**src/rtl/core/atb_pkg.sv**
```systemverilog
package atb_pkg;

  // Field widths
  localparam int unsigned BlockW   = 32;
  localparam int unsigned DivW     = 16;
  localparam int unsigned ByteW    = 8;
  localparam int unsigned CfgIdxW  = 3;
  localparam int unsigned OutDataW = 48;

  // Number of quotient bits, one per divider stage
  localparam int unsigned DivSteps = BlockW;

  // Register indexes of the configuration port
  localparam logic [CfgIdxW-1:0] CFG_PART_OFFSET  = 3'd0;
  localparam logic [CfgIdxW-1:0] CFG_PART_SIZE    = 3'd1;
  localparam logic [CfgIdxW-1:0] CFG_LBA_MODE     = 3'd2;
  localparam logic [CfgIdxW-1:0] CFG_SECT_PER_TRK = 3'd3;
  localparam logic [CfgIdxW-1:0] CFG_HEAD_COUNT   = 3'd4;
  localparam logic [CfgIdxW-1:0] CFG_DRIVE_SELECT = 3'd5;

  // Task-file constants
  localparam logic [ByteW-1:0] CMD_READ  = 8'h20;
  localparam logic [ByteW-1:0] CMD_WRITE = 8'h30;
  localparam logic [ByteW-1:0] DEV_LBA   = 8'hE0;
  localparam logic [ByteW-1:0] DEV_CHS   = 8'hA0;

  // Per-request side information carried along the divider pipelines
  typedef struct packed {
    logic             err;
    logic             is_write;
    logic [ByteW-1:0] sec;
  } atb_side_t;

endpackage

```
**src/rtl/core/atb_div_stage.sv**
```systemverilog
module atb_div_stage import atb_pkg::*; (
  input  logic              clk_i,
  input  logic              rst_ni,
  input  logic              en_i,
  input  logic              vld_i,
  input  logic [BlockW-1:0] word_i,
  input  logic [DivW-1:0]   rem_i,
  input  atb_side_t         side_i,
  input  logic [DivW-1:0]   divisor_i,
  output logic              vld_o,
  output logic [BlockW-1:0] word_o,
  output logic [DivW-1:0]   rem_o,
  output atb_side_t         side_o
);

  logic              vld_q;
  logic [BlockW-1:0] word_q, word_d;
  logic [DivW-1:0]   rem_q, rem_d;
  atb_side_t         side_q;
  logic [DivW:0]     trial;
  logic [DivW:0]     diff;
  logic              fits;

  // One restoring step: bring down the next dividend bit, try the subtract
  always_comb begin
    trial  = {rem_i, word_i[BlockW-1]};
    diff   = trial - {1'b0, divisor_i};
    fits   = (trial >= {1'b0, divisor_i});
    rem_d  = fits ? diff[DivW-1:0] : trial[DivW-1:0];
    word_d = {word_i[BlockW-2:0], fits};
  end

  // Valid bit
  always_ff @(posedge clk_i or negedge rst_ni) begin
    if (!rst_ni) begin
      vld_q <= 1'b0;
    end else if (en_i) begin
      vld_q <= vld_i;
    end
  end

  // Payload
  always_ff @(posedge clk_i) begin
    if (en_i) begin
      word_q <= word_d;
      rem_q  <= rem_d;
      side_q <= side_i;
    end
  end

  assign vld_o  = vld_q;
  assign word_o = word_q;
  assign rem_o  = rem_q;
  assign side_o = side_q;

endmodule

```
**src/rtl/core/atb_divider.sv**
```systemverilog
module atb_divider import atb_pkg::*; (
  input  logic              clk_i,
  input  logic              rst_ni,
  input  logic              en_i,
  input  logic              vld_i,
  input  logic [BlockW-1:0] dividend_i,
  input  logic [DivW-1:0]   divisor_i,
  input  atb_side_t         side_i,
  output logic              vld_o,
  output logic [BlockW-1:0] quot_o,
  output logic [DivW-1:0]   rem_o,
  output atb_side_t         side_o
);

  logic              vld  [DivSteps+1];
  logic [BlockW-1:0] word [DivSteps+1];
  logic [DivW-1:0]   rem  [DivSteps+1];
  atb_side_t         side [DivSteps+1];

  // Feed the first stage; the remainder starts at zero
  assign vld[0]  = vld_i;
  assign word[0] = dividend_i;
  assign rem[0]  = '0;
  assign side[0] = side_i;

  // One quotient bit per stage, most significant first
  for (genvar k = 0; k < DivSteps; k++) begin : g_step
    atb_div_stage u_stage (
      .clk_i     (clk_i),
      .rst_ni    (rst_ni),
      .en_i      (en_i),
      .vld_i     (vld[k]),
      .word_i    (word[k]),
      .rem_i     (rem[k]),
      .side_i    (side[k]),
      .divisor_i (divisor_i),
      .vld_o     (vld[k+1]),
      .word_o    (word[k+1]),
      .rem_o     (rem[k+1]),
      .side_o    (side[k+1])
    );
  end

  assign vld_o  = vld[DivSteps];
  assign quot_o = word[DivSteps];
  assign rem_o  = rem[DivSteps];
  assign side_o = side[DivSteps];

  // The remainder always ends below the divisor
  a_rem_below_div: assert property (@(posedge clk_i) disable iff (!rst_ni)
    vld_o |-> (rem_o < divisor_i))
    else $error("divider remainder not below divisor");

endmodule

```
**src/rtl/core/ata_block_to_taskfile_address.sv**
```systemverilog
// Translates a partition-relative block request into ATA task-file bytes.
// One request word is taken and one result word leaves per clock while the
// result side does not stall; each request passes in order through the front
// register (range check and offset add), the sector divider stages, the head
// divider stages (each divider resolves one quotient bit per stage) and the
// output register. In LBA mode both dividers run with divisor 1, so the
// latency is the same. When the result side stalls, the whole pipeline holds;
// the input stage still takes a word while it is empty. Configuration writes
// are always accepted and must only be made while no request is in flight.
module ata_block_to_taskfile_address import atb_pkg::*; (
  input  logic                clk_i,
  input  logic                rst_ni,
  // Request stream
  input  logic                s_axis_tvalid,
  output logic                s_axis_tready,
  input  logic [BlockW-1:0]   s_axis_tdata,   // [31:0] block_number
  input  logic                s_axis_tuser,   // [0] req_type
  // Result stream
  output logic                m_axis_tvalid,
  input  logic                m_axis_tready,
  // [0] sector_count, [8:1] sector_or_lba_low, [16:9] cyl_low_or_lba_mid,
  // [24:17] cyl_high_or_lba_high, [32:25] device_head, [40:33] command_code,
  // [47:41] zero
  output logic [OutDataW-1:0] m_axis_tdata,
  output logic                m_axis_tuser,   // [0] range_error
  // Configuration writes
  input  logic                cfg_valid_i,
  output logic                cfg_ready_o,
  input  logic [CfgIdxW-1:0]  cfg_addr_i,
  input  logic [BlockW-1:0]   cfg_data_i
);

  logic [BlockW-1:0]   offset_q;
  logic [BlockW-1:0]   size_q;
  logic                lba_q;
  logic [DivW-1:0]     spt_q;
  logic [DivW-1:0]     heads_q;
  logic                drive_q;

  logic                en;
  logic                f_vld_q;
  logic                f_err_q;
  logic                f_write_q;
  logic [BlockW-1:0]   f_abs_q;

  logic [DivW-1:0]     div1;
  logic [DivW-1:0]     div2;
  atb_side_t           side0;
  atb_side_t           side1;
  atb_side_t           side1_upd;
  atb_side_t           side2;
  logic                d1_vld;
  logic [BlockW-1:0]   d1_quot;
  logic [DivW-1:0]     d1_rem;
  logic                d2_vld;
  logic [BlockW-1:0]   d2_quot;
  logic [DivW-1:0]     d2_rem;

  logic                o_vld_q;
  logic                o_err_q;
  logic [OutDataW-1:0] o_data_q, o_data_d;
  logic [ByteW-1:0]    drv_bits;
  logic [ByteW-1:0]    b_low, b_mid, b_high, b_dev, b_cmd;

  // Configuration registers
  assign cfg_ready_o = 1'b1;

  always_ff @(posedge clk_i or negedge rst_ni) begin
    if (!rst_ni) begin
      offset_q <= '0;
      size_q   <= '0;
      lba_q    <= 1'b0;
      spt_q    <= DivW'(1);
      heads_q  <= DivW'(1);
      drive_q  <= 1'b0;
    end else if (cfg_valid_i) begin
      case (cfg_addr_i)
        CFG_PART_OFFSET:  offset_q <= cfg_data_i;
        CFG_PART_SIZE:    size_q   <= cfg_data_i;
        CFG_LBA_MODE:     lba_q    <= cfg_data_i[0];
        CFG_SECT_PER_TRK: spt_q    <= cfg_data_i[DivW-1:0];
        CFG_HEAD_COUNT:   heads_q  <= cfg_data_i[DivW-1:0];
        CFG_DRIVE_SELECT: drive_q  <= cfg_data_i[0];
        default: ;
      endcase
    end
  end

  // Pipeline advances while the output register is free or being emptied
  assign en            = !o_vld_q || m_axis_tready;
  assign s_axis_tready = en || !f_vld_q;

  // Front stage: range check and offset add
  always_ff @(posedge clk_i or negedge rst_ni) begin
    if (!rst_ni) begin
      f_vld_q <= 1'b0;
    end else if (s_axis_tready) begin
      f_vld_q <= s_axis_tvalid;
    end
  end

  always_ff @(posedge clk_i) begin
    if (s_axis_tready) begin
      f_err_q   <= (s_axis_tdata >= size_q);
      f_write_q <= s_axis_tuser;
      f_abs_q   <= s_axis_tdata + offset_q;
    end
  end

  // Divisors: zero counts as one; LBA passes the address through unchanged
  assign div1 = (lba_q || (spt_q == '0))   ? DivW'(1) : spt_q;
  assign div2 = (lba_q || (heads_q == '0)) ? DivW'(1) : heads_q;

  assign side0 = '{err: f_err_q, is_write: f_write_q, sec: '0};

  // Sector divide: track and sector within track
  atb_divider u_div_sect (
    .clk_i      (clk_i),
    .rst_ni     (rst_ni),
    .en_i       (en),
    .vld_i      (f_vld_q),
    .dividend_i (f_abs_q),
    .divisor_i  (div1),
    .side_i     (side0),
    .vld_o      (d1_vld),
    .quot_o     (d1_quot),
    .rem_o      (d1_rem),
    .side_o     (side1)
  );

  // Sectors are numbered from one
  always_comb begin
    side1_upd     = side1;
    side1_upd.sec = d1_rem[ByteW-1:0] + ByteW'(1);
  end

  // Head divide: cylinder and head within cylinder
  atb_divider u_div_head (
    .clk_i      (clk_i),
    .rst_ni     (rst_ni),
    .en_i       (en),
    .vld_i      (d1_vld),
    .dividend_i (d1_quot),
    .divisor_i  (div2),
    .side_i     (side1_upd),
    .vld_o      (d2_vld),
    .quot_o     (d2_quot),
    .rem_o      (d2_rem),
    .side_o     (side2)
  );

  // Assemble the task-file bytes
  always_comb begin
    drv_bits = {3'b000, drive_q, 4'b0000};
    if (lba_q) begin
      b_low  = d2_quot[7:0];
      b_mid  = d2_quot[15:8];
      b_high = d2_quot[23:16];
      b_dev  = d2_quot[31:24] | drv_bits | DEV_LBA;
    end else begin
      b_low  = side2.sec;
      b_mid  = d2_quot[7:0];
      b_high = d2_quot[15:8];
      b_dev  = d2_rem[ByteW-1:0] | drv_bits | DEV_CHS;
    end
    b_cmd = side2.is_write ? CMD_WRITE : CMD_READ;
    if (side2.err) begin
      o_data_d = '0;
    end else begin
      o_data_d = {7'b0000000, b_cmd, b_dev, b_high, b_mid, b_low, 1'b1};
    end
  end

  // Output register
  always_ff @(posedge clk_i or negedge rst_ni) begin
    if (!rst_ni) begin
      o_vld_q <= 1'b0;
    end else if (en) begin
      o_vld_q <= d2_vld;
    end
  end

  always_ff @(posedge clk_i) begin
    if (en) begin
      o_err_q  <= side2.err;
      o_data_q <= o_data_d;
    end
  end

  assign m_axis_tvalid = o_vld_q;
  assign m_axis_tuser  = o_err_q;
  assign m_axis_tdata  = o_data_q;

  // An error word carries no task-file bytes
  a_err_zero: assert property (@(posedge clk_i) disable iff (!rst_ni)
    (m_axis_tvalid && m_axis_tuser) |-> (m_axis_tdata == '0))
    else $error("error result carries non-zero data");

  // A good word always transfers one sector
  a_good_count: assert property (@(posedge clk_i) disable iff (!rst_ni)
    (m_axis_tvalid && !m_axis_tuser) |-> m_axis_tdata[0])
    else $error("good result without sector count");

  // A good word carries a read or write command
  a_good_cmd: assert property (@(posedge clk_i) disable iff (!rst_ni)
    (m_axis_tvalid && !m_axis_tuser) |->
      ((m_axis_tdata[40:33] == CMD_READ) || (m_axis_tdata[40:33] == CMD_WRITE)))
    else $error("good result with unknown command");

  // A held front word stays while the pipeline is stalled
  a_front_hold: assert property (@(posedge clk_i) disable iff (!rst_ni)
    (f_vld_q && !en) |=> f_vld_q)
    else $error("front word lost during stall");

endmodule
```
**config.mk**
```make
export PLATFORM = sky130hd
export DESIGN_NAME = ata_block_to_taskfile_address
export DESIGN_NICKNAME = d
export VERILOG_FILES = /design/src/rtl/core/atb_pkg.sv /design/src/rtl/core/atb_div_stage.sv /design/src/rtl/core/atb_divider.sv /design/src/rtl/core/ata_block_to_taskfile_address.sv
export SDC_FILE = /design/constraint.sdc
export NUM_CORES = 2
export LEC_CHECK = 0
export BUFFER_PORTS_ARGS = -buffer_cell sky130_fd_sc_hd__buf_2
export CAP_MARGIN = 20
export CORE_MARGIN = 2
export CORE_UTILIZATION = 60
export CTS_BUF_LIST = sky130_fd_sc_hd__clkbuf_2 sky130_fd_sc_hd__clkbuf_4 sky130_fd_sc_hd__clkbuf_8
export DETAILED_ROUTE_END_ITERATION = 7
export PLACE_DENSITY = 0.87
export SLEW_MARGIN = 20
export SYNTH_ARGS = -nofsm -noshare
export SYNTH_HDL_FRONTEND = slang
export SYNTH_SLANG_ARGS = --single-unit
```
**constraint.sdc**
```tcl
create_clock -name clk_i -period 153.5 [get_ports clk_i]
set_clock_uncertainty 0.1 [all_clocks]
set_input_delay 15.35 -clock clk_i [delete_from_list [all_inputs] [get_ports clk_i]]
set_output_delay 15.35 -clock clk_i [all_outputs]
set_load 0.005 [all_outputs]
```
## Yosys cells after proc, flatten, opt, wreduce, memory -nomap -nowiden

Index checks and enable logic that the tools add are counted.

| word-level totals | value |
|---|---|
| flip-flop bits (word level) | 3681 |
| input bits | 73 |
| word-level logic and storage cells | 593 |

| cells by class | value |
|---|---|
| add/subtract/negate cells | 66 |
| $lt $le $gt $ge | 65 |
| equal/unequal tests | 5 |
| mux-type cells | 72 |
| bitwise logic cells | 2 |
| reduce and logical (&&, ||, !) cells | 15 |

Operators by type and width:

| operator | number |
|---|---|
| $ge A17 B16 Y1 | 62 |
| $mux W16 | 62 |
| $sub A16 B16 Y16 | 60 |
| $add A32 B32 Y32 | 1 |
| $ge A1 B16 Y1 | 2 |
| $ge A32 B32 Y1 | 1 |
| $logic_not A16 Y1 | 2 |
| $mux W8 | 4 |
| $sub A1 B16 Y16 | 2 |
| $mux W7 | 2 |
| $reduce_and A2 Y1 | 6 |
| $add A8 B1 Y8 const B | 1 |
| $sub A8 B8 Y8 | 1 |
| $or A7 B5 Y7 | 1 |
| $sub A7 B7 Y7 | 1 |
| $eq A3 B2 Y1 const B | 2 |
| $eq A3 B3 Y1 const B | 2 |
| $mux W5 | 1 |
| $or A5 B5 Y5 | 1 |
| $logic_or A1 B1 Y1 | 4 |
| $eq A3 B1 Y1 const B | 1 |
| $logic_not A3 Y1 | 1 |
| $mux W1 | 3 |
| $logic_not A1 Y1 | 2 |

## Logic depth before layout (Yosys ltp)

| depth | value |
|---|---|
| depth after elaboration | 5 |
| depth in mapped cells | 18 |
| gate-level depth less buffers | 17 |

## Hierarchy

A second synthesis with hierarchy kept.

| second synthesis, totals | value |
|---|---|
| cells, all modules | 14667 |
| area total of the unflattened synthesis | 198580.5 µm² |

By module, submodules not included:

| module | instances | cells each | area each (µm²) |
|---|---|---|---|
| atb_div_stage (u_div_head.g_step[13].u_stage ...) | 48 | 216 | 2942.8 |
| atb_div_stage (u_div_head.g_step[0].u_stage ...) | 15 | 217 | 3007.9 |
| ata_block_to_taskfile_address | 1 | 820 | 9190.1 |
| atb_div_stage (u_div_head.g_step[31].u_stage) | 1 | 222 | 3009.1 |
| atb_divider | 2 | 1 | 3.8 |

## Least setup slack after synthesis

OpenSTA, ideal clock, no wires.

| path | value |
|---|---|
| path kind | input-to-reg |
| start point | input port m_axis_tready |
| end point | register o_data_q[0], in the netlist m_axis_tdata[0] (enable) |
| arrival time | 106.676 ns |
| slack | 41.635 ns |
| stages | 3 |
| path buffers | 1 |
| path through | nor2b_1 inv_1 clkbuf_1 |

| on the way | value |
|---|---|
| word-level cells in the longest chain between the ends | 1 |

Ends and longest elaborated chain:

| item | RTL line | text |
|---|---|---|
| from (decl) | ata_block_to_taskfile_address.sv:20 | `input logic m_axis_tready,` |
| $logic_or A1 B1 Y1 | ata_block_to_taskfile_address.sv:90 | `assign en = !o_vld_q \|\| m_axis_tready;` |
| net en | ata_block_to_taskfile_address.sv:40 | `logic en;` |
| to (signal assigned) | ata_block_to_taskfile_address.sv:186 | `o_data_q <= o_data_d;` |
| to (decl) | ata_block_to_taskfile_address.sv:61 | `logic [OutDataW-1:0] o_data_q, o_data_d;` |

The timed path passes the listed nets, and every way through them passes these cells.
A chain may end at the register's enable or synchronous reset.

## Worst setup path in the final report

| path | value |
|---|---|
| start point | input port m_axis_tready |
| end point | output port s_axis_tready |

| on the way | value |
|---|---|
| word-level cells in the longest chain between the ends | 2 |

Ends and longest elaborated chain:

| item | RTL line | text |
|---|---|---|
| $logic_or A1 B1 Y1 | ata_block_to_taskfile_address.sv:90 |  |
| $logic_or A1 B1 Y1 | ata_block_to_taskfile_address.sv:91 | `assign s_axis_tready = en \|\| !f_vld_q;` |
| to (decl) | ata_block_to_taskfile_address.sv:15 | `output logic s_axis_tready,` |

No other way between the ends.

==> results.md <==
- Site row count: 192
- Cell taking the most area after synthesis: edfxtp_1
- # IOs: between 100 and 150
- Drc violations: 0
- RSZ-0062 raised after global routing: false
- Total of max-cap violations: 0
- Worst slew pin tran: around 1.1 ns
- Setup CP Type: primary input to primary output
- Core area: 274000 µm²
- Synth Instances: 11955
- Fmax: between 30 and 40 MHz
- CTS Hold Bufs: 0
- CTS tree: done
- Worst EP required: about 140 ns
- Synthesized area per cell: between 10 and 15 µm²
- Period minus WS final: approximately 32 ns
- Global-route wire length before repair: 535000 µm
- Most common cell after layout, fill and taps aside: edfxtp_1
- Critical path arrival: 16.90 ns
- Layout cell share with drive strength beyond 1: 0.128
- Yosys reg bits: between 3000 and 4000
- P_leak: 69.3 nW
- Dpl ws: 120.72 ns
- Final Core Density: 0.665
- Height of the die: 529 µm
- Period utilisation layout: 0.211
- Die Wd: between 500 and 600 µm
- Placed Cells: around 16000
- Crit path max fanout: 66
- Vias in the first global route: 99862
- Post-DP HPWL: 225000 µm
- TNS Setup: 0 ns
- Hold Worst Slack: 0.279 ns
- Post-DR vias/cell: 6.00
- GPL Wtd Cong: 0.912
- FFs w/ async S/R, synth: 0.0458
- Die area: 279000 µm²
- Most frequent cells in the layout: edfxtp_1 (3413), ha_1 (1060), nand2_1 (920)
- Clock sinks: approximately 3600
- Post-CTS Setup Inserts: 0
- VDD IR-drop max: 0.0132 mV
- Number of flops mapped to enable cells by yosys: 3413
- Pin count of the biggest net entering global routing: 201
- CTS H-tree lvls: 6
- Post-synth top area share: 0.621
- Starting density of the core: 0.604
- Ys flop type: edfxtp_1
- CTS max path bufs: 4
- Gr usage total: 0.243
- Pre-antenna DRT Iters: 6
- Final wirelength: 347000 µm
- CP Launch Type: primary input
- YS warnings: 0
- Final ANT Viol Nets: 0
- Status: completed
- TritonCTS buffer count: around 570
- WL per Instance: approximately 21 µm
- Post-synthesis sequential area ratio: 0.645
- Synth unique cells: 88
- Worst hold path type: flip-flop to flip-flop
- Syn-to-layout area delta: 10.1%
- Fin nets: 13736
- Pwr dens: around 25 nW/µm²
- Clock root buffer: clkbuf_8
- CP Capture Type: primary output
- IO buf count: 110
- Initial antenna violation count: 6
- Final max-slew violation count: 0
- CTS resizes: 0
- Post-Layout Cell Count: 16576
- Cell Area, Synth: 165000 µm²
- Top cells by area, synth: edfxtp_1 (62%), ha_1 (8.0%), mux2_2 (3.2%)
- Via count: roughly 100000
- Fillers: 18169
- GR Overflow Total: 0
- DR iter-0 viols: 8386
- Setup ws final: between 100 and 150 ns
- Fin. Hold Viols: 0
- Clk_lat worst skew: 1.16 ns
- Clk slew on worst S/H paths: 0.06 ns
- Final setup viols: 0
- Max transition margin: 0.269
logic make-up (layout without fill, tap and decap cells):
| kind of cell | count (synthesis) | in the layout | synth area share |
|---|---|---|---|
| adders and majority gates | 1123 | 1123 | 0.0879 |
| muxes | 573 | 573 | 0.0385 |
| other | 2 | 28 | 0.0000455 |
| xor gates and xnor gates | 771 | 771 | 0.0409 |
| and+or+nand+nor | 2855 | 2855 | 0.0812 |
| DFF | 3577 | 3577 | 0.645 |
| buffers and inverters | 618 | 1624 | 0.0146 |
| AOI/OAI and AO/OA | 2436 | 2436 | 0.0914 |
cell usage after synthesis (39+ instances only):
master / count
edfxtp_1: 3413
ha_1: 1060
nand2_1: 924
nor2_1: 766
a21oi_1: 718
o21ai_0: 714
mux2_2: 474
xnor2_1: 421
inv_1: 406
xor2_1: 350
nor3_1: 246
a21o_1: 188
nor2b_1: 178
nand2b_1: 164
dfrtp_1: 162
clkbuf_1: 161
nand4_1: 144
o21a_1: 117
nand3_1: 108
mux2i_1: 92
or3_1: 72
a31oi_1: 67
o21bai_1: 67
o211ai_1: 66
a211o_1: 65
o31ai_1: 64
fa_1: 63
a211oi_1: 57
a21boi_0: 50
o31a_1: 42
nor4_1: 39
per-stage QoR:
step | instance area (µm²) | total power [mW]
after floorplan | 165000 | 3.25
after CTS | 182000 | 4.62
after detailed placement | 170000 | 3.77
after global placement | 170000 | 3.66
final | 182000 | 4.63
after global routing | 182000 | 4.92
critical path: stages:
cell     delay (ns)
buf_2          0.11
nor2b_4        0.09
buf_4          0.55
nand2_4        0.49
buf_2          0.29
routing by layer:
layer  share of wire  global-route usage
met1            0.40               0.301
met2            0.49               0.413
met3           0.058              0.0387
met4           0.051               0.124
met5        0.000061                   0
layout make-up:
| class | count | area (µm²) | share of cell area |
|---|---|---|---|
| flip-flops and latches | 3577 | 107000 | 0.586 |
| multi-input cells | 7772 | 56300 | 0.310 |
| clock buffers | 728 | 9100 | 0.0500 |
| well taps | 3589 | 4490 | 0.0247 |
| clock inverters | 276 | 2320 | 0.0128 |
| inverters | 406 | 1530 | 0.00844 |
| repair buffers | 214 | 1420 | 0.00781 |
| diodes | 14 | 35.0 | 0.000193 |
worst paths after layout:
path,to,from,slack [ns],cells past startpoint
max reg2reg,u_div_head.g_step[28].u_stage.side_o[5]$_DFFE_PP_,m_axis_tvalid$_DFFE_PN0P_,144.55,11
max in group asynchronous,heads_q[1]$_DFFE_PN0P_,rst_ni,137.56,2
max,s_axis_tready,m_axis_tready,121.15,5
min in group asynchronous,u_div_head.g_step[21].u_stage.vld_o$_DFFE_PN0P_,rst_ni,14.15,1
min reg2reg,u_div_head.g_step[27].u_stage.word_o[9]$_DFFE_PP_,u_div_head.g_step[26].u_stage.word_o[8]$_DFFE_PP_,0.28,0
min,u_div_head.g_step[27].u_stage.word_o[9]$_DFFE_PP_,u_div_head.g_step[26].u_stage.word_o[8]$_DFFE_PP_,0.28,0
power breakdown:
| part | internal, mW | switching, mW |
|---|---|---|
| Combinational | 0.840 | 1.09 |
| Clock | 0.441 | 0.377 |
| Sequential | 1.68 | 0.200 |
flip-flops by register name, indices dropped and copies added, names as in the netlist:
| name | count |
|---|---|
| u_div_sect.g_step.u_stage.word_o | 1024 |
| u_div_head.g_step.u_stage.word_o | 931 |
| u_div_sect.g_step.u_stage.rem_o | 504 |
| u_div_head.g_step.u_stage.rem_o | 502 |
| u_div_head.g_step.u_stage.side_o | 320 |
| u_div_sect.g_step.u_stage.side_o | 64 |
| m_axis_tdata | 33 |
| f_abs_q | 32 |
| offset_q | 32 |
| size_q | 32 |
| u_div_head.g_step.u_stage.vld_o | 32 |
| u_div_sect.g_step.u_stage.vld_o | 32 |
| heads_q | 16 |
| spt_q | 16 |
| drive_q | 1 |
| f_err_q | 1 |
| f_vld_q | 1 |
| f_write_q | 1 |
| lba_q | 1 |
| m_axis_tuser | 1 |
| m_axis_tvalid | 1 |
Power figures use the tool's default switching activity.
